[src/rtl/fpb_pkg.sv]
// Shared types, constants and codes for the flash page buffer loader.
package fpb_pkg;

   // Sizes; both byte counts are powers of two.
   localparam int PAGE_BYTES = 64;
   localparam int FLASH_BYTES = 8192;
   localparam int READ_BURST = 16;

   localparam int PAGE_AW = $clog2(PAGE_BYTES);
   localparam int FLASH_AW = $clog2(FLASH_BYTES);
   localparam int BURST_W = (READ_BURST > 1) ? $clog2(READ_BURST) : 1;

   localparam int IQ_DEPTH = 2;
   localparam int IQ_AW = 1;
   localparam int OQ_DEPTH = 4;
   localparam int OQ_AW = 2;

   localparam logic [1:0] KIND_BUS_RESET = 2'd0;
   localparam logic [1:0] KIND_BYTE = 2'd1;
   localparam logic [1:0] KIND_READ = 2'd2;

   localparam logic [1:0] REPLY_COUNT = 2'd0;
   localparam logic [1:0] REPLY_DATA = 2'd1;
   localparam logic [1:0] REPLY_BOOT = 2'd2;

   localparam logic [7:0] CMD_READ = 8'h00;
   localparam logic [7:0] CMD_WRITE = 8'h01;
   localparam logic [7:0] CMD_BOOT = 8'h02;

   localparam logic [7:0] COMMAND_BYTES = 8'd3;
   localparam logic [15:0] BUS_RESET_COUNT = 16'd3;
   localparam logic [7:0] ERASED_BYTE = 8'hFF;

   typedef struct packed {
      logic [1:0] kind;
      logic [7:0] data_byte;
      logic       last_byte;
   } fpb_req_type;

   typedef struct packed {
      logic [1:0]  reply_kind;
      logic [15:0] reply_value;
      logic        reply_last;
   } fpb_rsp_type;

   typedef enum logic [1:0] {
      OP_BUS_RESET,
      OP_BYTE,
      OP_READ_REQ
   } fpb_op_code_type;

   typedef struct packed {
      fpb_op_code_type op;
      logic [7:0]      data_byte;
      logic            last_byte;
   } fpb_op_type;

   typedef struct packed {
      logic op_pop;
      logic clearing;
   } fpb_back_status_type;

   typedef enum logic [1:0] {
      MODE_IDLE,
      MODE_READ,
      MODE_WRITE,
      MODE_BOOT
   } fpb_mode_type;

   typedef enum logic [3:0] {
      ST_CLEAR,
      ST_WAIT,
      ST_DECODE,
      ST_FLUSH,
      ST_LOAD,
      ST_STORE,
      ST_RD_ADDR,
      ST_RD_DATA,
      ST_EMIT,
      ST_BOOT2
   } fpb_state_type;

endpackage

[src/rtl/fpb_front.sv]
// Input side: accepts bus words, classifies them and queues them for the sequencer, dropping words of unknown kind.
module fpb_front (
   input  logic                         clock,
   input  logic                         reset,
   input  logic                         req_push,
   output logic                         req_full,
   input  fpb_pkg::fpb_req_type         req_data,
   input  fpb_pkg::fpb_back_status_type back_status,
   output logic                         op_valid,
   output fpb_pkg::fpb_op_type          op_data
);
   import fpb_pkg::*;

   fpb_op_type       q_ff [IQ_DEPTH];
   logic [IQ_AW-1:0] wr_ptr_ff, wr_ptr_in;
   logic [IQ_AW-1:0] rd_ptr_ff, rd_ptr_in;
   logic [IQ_AW:0]   count_ff, count_in;
   logic             q_full;
   logic             accept;
   logic             keep;
   logic             push;
   logic             pop;
   fpb_op_type       op_new;

   assign q_full = (count_ff == (IQ_AW + 1)'(IQ_DEPTH));
   assign req_full = q_full | back_status.clearing;
   assign accept = req_push & ~req_full;
   assign push = accept & keep;
   assign pop = back_status.op_pop & op_valid;
   assign op_valid = (count_ff != '0);
   assign op_data = q_ff[rd_ptr_ff];

   always_comb begin
      keep = 1'b1;
      op_new.op = OP_BYTE;
      op_new.data_byte = req_data.data_byte;
      op_new.last_byte = req_data.last_byte;
      unique case (req_data.kind)
         KIND_BUS_RESET: op_new.op = OP_BUS_RESET;
         KIND_BYTE: op_new.op = OP_BYTE;
         KIND_READ: op_new.op = OP_READ_REQ;
         default: keep = 1'b0;
      endcase
   end

   always_comb begin
      wr_ptr_in = wr_ptr_ff;
      rd_ptr_in = rd_ptr_ff;
      count_in = count_ff;
      if (push) begin
         wr_ptr_in = wr_ptr_ff + 1'b1;
      end
      if (pop) begin
         rd_ptr_in = rd_ptr_ff + 1'b1;
      end
      if (push && !pop) begin
         count_in = count_ff + 1'b1;
      end else if (pop && !push) begin
         count_in = count_ff - 1'b1;
      end
   end

   always_ff @(posedge clock) begin
      if (reset) begin
         wr_ptr_ff <= '0;
         rd_ptr_ff <= '0;
         count_ff <= '0;
      end else begin
         wr_ptr_ff <= wr_ptr_in;
         rd_ptr_ff <= rd_ptr_in;
         count_ff <= count_in;
      end
   end

   always_ff @(posedge clock) begin
      if (push) begin
         q_ff[wr_ptr_ff] <= op_new;
      end
   end

endmodule

[config.mk]
export PLATFORM = sky130hd
export DESIGN_NAME = fpb_front
export DESIGN_NICKNAME = d
export VERILOG_FILES = /design/src/rtl/fpb_pkg.sv /design/src/rtl/fpb_front.sv
export SDC_FILE = /design/constraint.sdc
export NUM_CORES = 1
export LEC_CHECK = 0
export BUFFER_PORTS_ARGS = -buffer_cell sky130_fd_sc_hd__clkbuf_2
export CELL_PAD_IN_SITES_DETAIL_PLACEMENT = 2
export CELL_PAD_IN_SITES_GLOBAL_PLACEMENT = 2
export CORE_AREA = 3 3 72 54
export CTS_BUF_LIST = sky130_fd_sc_hd__clkbuf_2 sky130_fd_sc_hd__clkbuf_4 sky130_fd_sc_hd__clkbuf_8
export DETAILED_ROUTE_END_ITERATION = 10
export DIE_AREA = 0 0 75 57
export HOLD_SLACK_MARGIN = 0.03
export MAX_ROUTING_LAYER = met4
export PLACE_DENSITY = 0.75
export SYNTH_ARGS = -nofsm -noshare
export SYNTH_HDL_FRONTEND = slang
export SYNTH_SLANG_ARGS = --single-unit
export TNS_END_PERCENT = 1
[constraint.sdc]
create_clock -name clock -period 1.8 [get_ports clock]
set_input_delay 0.09 -clock clock [delete_from_list [all_inputs] [get_ports clock]]
set_output_delay 0.09 -clock clock [all_outputs]
set_load 0.02 [all_outputs]
==> out/qor.yml <==
final_layout_size_suffix_gt1_share_pct: 47.1
min_path_type: "input port to flip-flop"
synthesis.nets: 79
post-route-min-period_ns: 1.67
num_antenna_cells: 0
num_io_pins: 29
grt_pass1_vias: 731
fmax_mhz: 598
crit_arrival_ns: 1.87
peakVddDrop_mv: 0.516
die_w_um: 75
post_cts_buffers: 0
cp-end-kind: "flip-flop"
die_y_um: 57
yosysWarnings: 0
cpPeakStageDelay_ns: 0.41
use_met1_pct: 11.7
dp_hpwl_um: 1560
synthTopCellsByCount: "22 x edfxtp_1, 11 x mux2_2, 5 x dfxtp_1"
avgSynthCellArea_um2: 17.0
rows: 17
grt_use_met3_pct: 4.58
die_area_um2: 4280
max-slew-margin-rel_pct: 66.1
cts_resized: 0
cts_sinks: 27
n_fill_cell: 316
top_usage_layer: "met2"
netlist_area_um2: 1050
outcome: "complete, no violations"
io_buffers: 28
antenna_found_initial: 0
slowest_stage: "dfxtp_1"
cts_tree: "yes"
synth_cell_type_count: 19
worstPathRequired_ns: 2.00
first_pass_iters: 4
fin_tns_setup_ns: 0
synth.most_common_cell: "edfxtp_1"
clockBufferDepth: 2
tightest_slew_ns: 0.507
grt_pass1_wl_um: 3480
maxCapViolCount: 0
vias_per_cell: 4.65
drtIter0Drc: 43
crit_fanout: 5
period_share_pct: 92.8
setup_violations: 0
synth_cells: 62
cp_cell_sequence: "nand2b_1, nor3b_4, ha_1, or3_1, a21oi_1"
ys_seq_elements: 27
track_usage_pct: 11.7
initial_utilization_pct: 33.2
core_um2: 3170
grt_use_met2_pct: 20.6
clock_latency_ns: 0.27
vias: 660
htreeDepth: 1
leakagePower_nw: 0.548
numCtsBuffers: 3
async_reset_ff_share_pct: 0
yosysTopAreaCell: "edfxtp_1"
synth_edf_count: 22
drc: 0
clkTransAtPathRegs_ns: 0.08
cts_root_buf: "clkbuf_8"
nNetsFinal: 122
gp_congestion: 0.736
areaGrowthSynthToFinish_pct: 32.9
wl_um: 2180
cp-start-kind: "flip-flop"
synthTopCellsByArea: "edfxtp_1 63%, mux2_2 12%, dfxtp_1 9.5%"
synthFlopType: "edfxtp_1"
rsz0062_at_grt: "false"
finClkSkew_ns: 0.00932
final-hold-violation-count: 0
wire_per_inst_um: 15.4
crit_type: "flip-flop to flip-flop"
ctsHoldBuffers: 9
drv_slew: 0
drtAntennaViolNets: 0
p_per_area_nw_per_um2: 1180
total_power_w: 0.00165
fin_hold_ws_ns: 0.0702
netlist.area_leader.share_pct: 62.9
grt_overflow: 0
grt_max_degree: 16
synth-seq-area-share_pct: 72.4
## kinds of logic after synthesis
group	count (synthesis)	synth area share [%]
AND/OR/NAND/NOR	13	7.86
flip-flops	27	72.4
adder cells (fa/ha/maj)	1	1.19
multiplexers	12	12.9
buffers and inverters	2	0.833
XOR/XNOR	3	2.50
AO/OA/AOI/OAI	4	2.38
## cells in the final DEF, fill, tap and decap left out, drive strengths merged
cell type / instances
a21oi: 1
ha: 1
clkinv: 1
dfxtp: 5
mux2: 12
nor2: 4
nor3b: 1
buf: 2
nor3: 1
clkbuf: 31
xor2: 3
dlygate4sd3: 10
edfxtp: 22
and2: 1
or3: 1
nor2b: 2
or2: 1
o21ai: 2
nand2b: 2
a21bo: 1
## worst paths after layout
check,slack (ns),end,depth (start not counted),from
setup / recovery,0.13,count_ff[1],5,count_ff[0]
hold / removal,0.07,count_ff[1],2,reset
setup reg to reg,0.13,count_ff[1],5,count_ff[0]
hold reg to reg,0.51,flip-flop,2,rd_ptr_ff
## cell type report
| class | count | area (µm²) | area share (%) |
|---|---|---|---|
| flip-flops and latches | 27 | 761 | 54.5 |
| multi-input cells | 33 | 287 | 20.5 |
| repair buffers | 40 | 255 | 18.3 |
| well taps | 38 | 47.5 | 3.41 |
| clock buffers | 3 | 41.3 | 2.96 |
| clock inverters | 1 | 5.00 | 0.358 |
## sequential cells by signal, indices dropped and copies added, names as in the netlist, named ones only
register,cells
q_ff,22
count_ff,2
rd_ptr_ff,1
wr_ptr_ff,1
## worst max-delay path, delay by kind of cell (launching register included)
| family | cells | cell delay [ns] |
|---|---|---|
| DFF | 1 | 0.41 |
| and+or+nand+nor | 3 | 0.76 |
| AOI/OAI and AO/OA | 1 | 0.14 |
| adders and majority gates | 1 | 0.29 |
## stage by stage
| stage | cell area [µm²] | std cells | utilization, % | worst slack, ns |
|---|---|---|---|---|
| floorplan | 1060 | 62 | - | 0.187 |
| global placement | 1250 | 128 | 39.4 | 0.216 |
| detailed placement | 1250 | 128 | 39.4 | 0.112 |
| CTS | 1390 | 141 | 43.7 | 0.0885 |
| global route | 1400 | 142 | 44.1 | 0.0158 |
| finish | 1400 | 142 | 44.1 | 0.129 |
## routing by layer
metal | up-vias | share of wire, %
met1 | 332 | 37
li1 | 310 | -
met3 | 4 | 5.1
met2 | 14 | 56
met5 | - | 0
met4 | 0 | 1.5
## power breakdown
group | internal (W) | switching (W) | leakage, nW
Combinational | 0.000233 | 0.000263 | 0.281
Sequential | 0.000746 | 0.0000717 | 0.242
Clock | 0.000155 | 0.000178 | 0.0255
Total | 0.00113 | 0.000513 | 0.548
(Power assumes the default switching activity.)
