## config.mk

```make
export PLATFORM = sky130hd
export DESIGN_NAME = fpb_rsp_fifo
export DESIGN_NICKNAME = d
export VERILOG_FILES = /design/src/rtl/fpb_pkg.sv /design/src/rtl/fpb_rsp_fifo.sv
export SDC_FILE = /design/constraint.sdc
export NUM_CORES = 1
export LEC_CHECK = 0
export BUFFER_PORTS_ARGS = -buffer_cell sky130_fd_sc_hd__buf_2
export CAP_MARGIN = 20
export CORE_ASPECT_RATIO = 1.75
export CORE_MARGIN = 3
export CORE_UTILIZATION = 60
export DETAILED_ROUTE_END_ITERATION = 6
export GPL_TIMING_DRIVEN = 0
export PLACE_DENSITY = 0.83
export SLEW_MARGIN = 15
export SYNTH_ARGS = -nofsm -noshare
export SYNTH_HDL_FRONTEND = slang
export SYNTH_SLANG_ARGS = --single-unit
export TNS_END_PERCENT = 100
```

## constraint.sdc

```tcl
create_clock -name clock -period 3 [get_ports clock]
set_input_delay 0.45 -clock clock [delete_from_list [all_inputs] [get_ports clock]]
set_output_delay 0.45 -clock clock [all_outputs]
set_load 0.05 [all_outputs]
```

## src/rtl/fpb_pkg.sv

```systemverilog
// Shared types, constants and codes for the flash page buffer loader.
package fpb_pkg;

   // Sizes; both byte counts are powers of two.
   localparam int PAGE_BYTES = 64;
   localparam int FLASH_BYTES = 8192;
   localparam int READ_BURST = 16;

   localparam int PAGE_AW = $clog2(PAGE_BYTES);
   localparam int FLASH_AW = $clog2(FLASH_BYTES);
   localparam int BURST_W = (READ_BURST > 1) ? $clog2(READ_BURST) : 1;

   localparam int IQ_DEPTH = 2;
   localparam int IQ_AW = 1;
   localparam int OQ_DEPTH = 4;
   localparam int OQ_AW = 2;

   localparam logic [1:0] KIND_BUS_RESET = 2'd0;
   localparam logic [1:0] KIND_BYTE = 2'd1;
   localparam logic [1:0] KIND_READ = 2'd2;

   localparam logic [1:0] REPLY_COUNT = 2'd0;
   localparam logic [1:0] REPLY_DATA = 2'd1;
   localparam logic [1:0] REPLY_BOOT = 2'd2;

   localparam logic [7:0] CMD_READ = 8'h00;
   localparam logic [7:0] CMD_WRITE = 8'h01;
   localparam logic [7:0] CMD_BOOT = 8'h02;

   localparam logic [7:0] COMMAND_BYTES = 8'd3;
   localparam logic [15:0] BUS_RESET_COUNT = 16'd3;
   localparam logic [7:0] ERASED_BYTE = 8'hFF;

   typedef struct packed {
      logic [1:0] kind;
      logic [7:0] data_byte;
      logic       last_byte;
   } fpb_req_type;

   typedef struct packed {
      logic [1:0]  reply_kind;
      logic [15:0] reply_value;
      logic        reply_last;
   } fpb_rsp_type;

   typedef enum logic [1:0] {
      OP_BUS_RESET,
      OP_BYTE,
      OP_READ_REQ
   } fpb_op_code_type;

   typedef struct packed {
      fpb_op_code_type op;
      logic [7:0]      data_byte;
      logic            last_byte;
   } fpb_op_type;

   typedef struct packed {
      logic op_pop;
      logic clearing;
   } fpb_back_status_type;

   typedef enum logic [1:0] {
      MODE_IDLE,
      MODE_READ,
      MODE_WRITE,
      MODE_BOOT
   } fpb_mode_type;

   typedef enum logic [3:0] {
      ST_CLEAR,
      ST_WAIT,
      ST_DECODE,
      ST_FLUSH,
      ST_LOAD,
      ST_STORE,
      ST_RD_ADDR,
      ST_RD_DATA,
      ST_EMIT,
      ST_BOOT2
   } fpb_state_type;

endpackage

```

## src/rtl/fpb_rsp_fifo.sv

```systemverilog
// Result queue between the sequencer and the result ports.
module fpb_rsp_fifo (
   input  logic                 clock,
   input  logic                 reset,
   input  logic                 push,
   input  fpb_pkg::fpb_rsp_type push_data,
   output logic                 full,
   output logic                 empty,
   input  logic                 pop,
   output fpb_pkg::fpb_rsp_type pop_data
);
   import fpb_pkg::*;

   fpb_rsp_type      q_ff [OQ_DEPTH];
   logic [OQ_AW-1:0] wr_ptr_ff, wr_ptr_in;
   logic [OQ_AW-1:0] rd_ptr_ff, rd_ptr_in;
   logic [OQ_AW:0]   count_ff, count_in;
   logic             do_push;
   logic             do_pop;

   assign full = (count_ff == (OQ_AW + 1)'(OQ_DEPTH));
   assign empty = (count_ff == '0);
   assign do_push = push & ~full;
   assign do_pop = pop & ~empty;
   assign pop_data = q_ff[rd_ptr_ff];

   always_comb begin
      wr_ptr_in = wr_ptr_ff;
      rd_ptr_in = rd_ptr_ff;
      count_in = count_ff;
      if (do_push) begin
         wr_ptr_in = wr_ptr_ff + 1'b1;
      end
      if (do_pop) begin
         rd_ptr_in = rd_ptr_ff + 1'b1;
      end
      if (do_push && !do_pop) begin
         count_in = count_ff + 1'b1;
      end else if (do_pop && !do_push) begin
         count_in = count_ff - 1'b1;
      end
   end

   always_ff @(posedge clock) begin
      if (reset) begin
         wr_ptr_ff <= '0;
         rd_ptr_ff <= '0;
         count_ff <= '0;
      end else begin
         wr_ptr_ff <= wr_ptr_in;
         rd_ptr_ff <= rd_ptr_in;
         count_ff <= count_in;
      end
   end

   always_ff @(posedge clock) begin
      if (do_push) begin
         q_ff[wr_ptr_ff] <= push_data;
      end
   end

endmodule
```

==> results.md <==
* CP Buf/Inv Count at 1
* Leakage power figure at about 0.0013 uW
* Total core area at about 5000 um2
* Clk pin slew, worst setup/hold paths at 80 ps
* Main synth FF type: edfxtp_1
* Netlist area before placement at 3220 um2
* DRC viols at 0
* Top Ports at between 40 and 50
* Largest net degree at the start of global routing at 20
* Number of max-cap violations at 0
* # rows at 34
* Drt wl/cell at approximately 21 um
* CP Class: reg2reg
* Top cells by area in the synthesized netlist: edfxtp_1, mux4_2, dfxtp_1
* Antenna violations before repair at 0
* Count of yosys warnings during synthesis at 0
* Most common library cells after synthesis: edfxtp_1, mux4_2, dfxtp_1
* Pwr dens at 914 nW/um2
* Number of hold-slack violations in the final timing report at 0
* Number of detailed-route iterations in the first pass at 4
* Syn Area/Cell at 21.9 um2
* Mean number of vias per cell at about 6.0
* R2r startpoint: count_ff[0]
* Unrepaired setup endpoints after global routing: no
* Number of clock buffers inserted by TritonCTS at 9
* EDFF count, synth at between 70 and 80
* CTS-repair resized insts at 0
* Starting DRT DRC Count at 87
* Initial Util at 0.636
* Path category of the worst min-delay check: in2reg
* Cell taking the most area after synthesis: edfxtp_1
* HPWL reported at the end of detailed placement at between 3000 and 4000 um
* Total Power Consumption at 3360 uW
* Outcome: finished, final reports clean
* Adder-cell area share of the yosys netlist at 0.0256
* Most common cell in the synthesized netlist: edfxtp_1
* Peak supply drop at about 0.00057 V
* Die width at 61.4 um
* FMAX at ~0.45 GHz
* Chip Height at roughly 100 um
* Clock root buffer master: clkbuf_8
* TNS Setup at 0 ps
* Global routing's busiest layer: met2
* Critical Path, Cell by Cell: nor3b_2 > nor2_2 > ha_1 > inv_1 > fa_1 > xor2_1 > or3_1 > a21oi_1
* Remaining antenna violation count at 0
* Final wirelength at ~5300 um
* Number of global-route vias before repair at 1,696
* Insertion delay of the later-clocked pin in the worst-skew pair at 340 ps
* Reg2Reg Setup Slack at between 700 and 800 ps
* Critical path data required time at between 3000 and 4000 ps
* Setup crit start kind: register
* Data arrival time at the worst-slack endpoint at between 2000 and 3000 ps
* Fraction of final layout cells sized beyond drive strength 1 at 0.405
* Sequential share of power at 0.445
* Antenna diode count at 0
* Fraction of power spent switching nets at 0.367
* Clock Skews at approximately 7.1 ps
* Highest cell delay on the worst timing path at between 500 and 600 ps
* Xor and xnor fraction of the mapped netlist area at 0.0109
* Max stage delay cell, worst path: dfxtp_1
* Area growth from synthesis to layout at 14.1%
* All-Layer GR Usage at 0.189
* Complex-gate fraction of the synthesized area at 0.0128
* Synth Area in Simple Gates at 0.0287
* Final Cycle Share at 0.748
* GR Layer Usage met2 at 0.359
* Proportion of synthesized area in mux cells at 0.139
* Remaining Overflow, GRT at 0
* Area fraction of the dominant cell type after synthesis at 0.708
* Final critical delay including setup and external delays at 2240 ps
* Post-synthesis net count at between 150 and 200
* Combinational share of power at 0.351
* Cell family with most CP delay: simple AND/OR/NAND/NOR gates
* Pins over their slew limit at 0
* Share of the yosys chip area belonging to registers at 0.764
* Count of final setup violators at 0
* Cell count after synthesis at approximately 150
* Fillcell total at about 300
* Worst setup path endpoint: count_ff[2]
* Post-synthesis cell type count at 23
* Clock tree from TritonCTS: done
* Switching Power at around 1200 uW
* Area enclosed by the die boundary at around 6300 um2
* Clock Power Share at 0.205
* Clock Sinks at 85
* FF-to-FF path depth at 8
* Final RePlAce weighted congestion at about 0.66
* Total of buffers placed on input and output ports at 42
* Post-synthesis register bit count at between 80 and 90
* Number of buffers added to fix hold violations after cts at 0
* Path length in cells of the critical path at 8
* Crit end category: register
* # H-tree levels at 3
* Worst slew margin relative to its limit at 0.327
* Global-route track usage on met1 at 0.189
* Post-CTS setup buffers at 0
* Vias post-DR at between 1.5k and 2k
* Final nets at 229
* Main combinational cell family by area after synthesis: multiplexers
* Area occupied by multi-input gates at about 700 um2
* Largest fanout on the critical path at 6
* Async set or reset register ratio after synthesis at 0
* Slew @ Worst Pin at between 1000 and 1500 ps
* Reg area at around 2500 um2
* Endpoint of the lowest-slack register-to-register path: count_ff[2]
* Met3 GRT Util at 0.0514
* Maximum clock insertion buffer count at 2
* Pint at ~2100 uW
* CP startpoint: count_ff[0]
* Global-route wire length before repair at roughly 8300 um
==> worst min-delay path by stage <==
stage | startpoint | slack [ps] | end | cells past startpoint
after detailed placement | rd_ptr_ff[0] | 530 | register | 2
final | push_data[2] | 320 | q_ff[1][2] | 1
after global placement | wr_ptr_ff[1] | 490 | wr_ptr_ff[1] | 2
after floorplan | wr_ptr_ff[1] | 480 | wr_ptr_ff[1] | 2
after CTS | push_data[6] | 310 | q_ff[2][6] | 1
after global routing | push_data[18] | 310 | q_ff[3][18] | 1
==> cell usage in the layout (no fill, tap or decap) <==
cell and instances:
a21oi_1 2, and2_1 4, buf_12 1, buf_2 44, buf_6 1, clkbuf_1 1, clkbuf_8 9, clkinv_1 1
clkinv_2 1, clkinv_4 3, clkinvlp_4 1, dfxtp_1 9, edfxtp_1 76, fa_1 1, ha_1 5, inv_1 4
inv_6 1, mux2i_1 2, mux4_2 19, nand2b_1 2, nor2_1 5, nor2_2 1, nor3_1 1, nor3b_2 1
o21ai_0 2, o311ai_1 1, o31ai_2 1, or3_1 2, xor2_1 4
==> area by class of cell <==
cell class / instances / area share
well taps: 54 / 0.0184
plain buffers: 5 / 0.0123
repair buffers: 42 / 0.0572
clock inverters: 7 / 0.0140
flip-flops and latches: 85 / 0.670
inverters: 4 / 0.00409
multi-input cells: 53 / 0.190
clock buffers: 9 / 0.0337
==> power by group through the flow <==
stage / Sequential [uW] / Combinational [uW] / Clock, uW
floorplan: 1500 / 960 / 0
global placement: 1500 / 1150 / 0
detailed placement: 1520 / 1200 / 0
CTS: 1500 / 1200 / 703
global route: 1510 / 1250 / 743
finish: 1490 / 1180 / 688
==> cell families (layout without fill, tap and decap cells) <==
| group | Yosys count | after routing |
|---|---|---|
| xor+xnor | 4 | 4 |
| buf+inv | 9 | 67 |
| mux | 21 | 21 |
| compound gates | 6 | 6 |
| simple gates | 16 | 16 |
| flops | 85 | 85 |
| fa+ha+maj | 6 | 6 |
==> flip-flops by register name, indices dropped and copies added, names as in the netlist, named ones only <==
name	flops
count_ff	3
q_ff	76
rd_ptr_ff	2
wr_ptr_ff	2
==> per-stage QoR <==
stage,hold slack [ps],std cells,instance area [um2],setup WS (ps),util
2_1_floorplan,482,147,3220,677,-
3_3_place_gp,492,243,3500,911,0.691
3_5_place_dp,535,243,3500,745,0.691
4_1_cts,309,259,3670,729,0.726
5_1_grt,309,259,3670,553,0.726
6_report,317,259,3670,756,0.726
==> metal layers <==
metal | vias to the layer above | part of all wire
met5 | - | 0
met4 | 0 | 0.012
met3 | 9 | 0.039
met2 | 37 | 0.60
met1 | 800 | 0.35
li1 | 699 | -
Note: power is estimated with default switching activity, not from simulation.
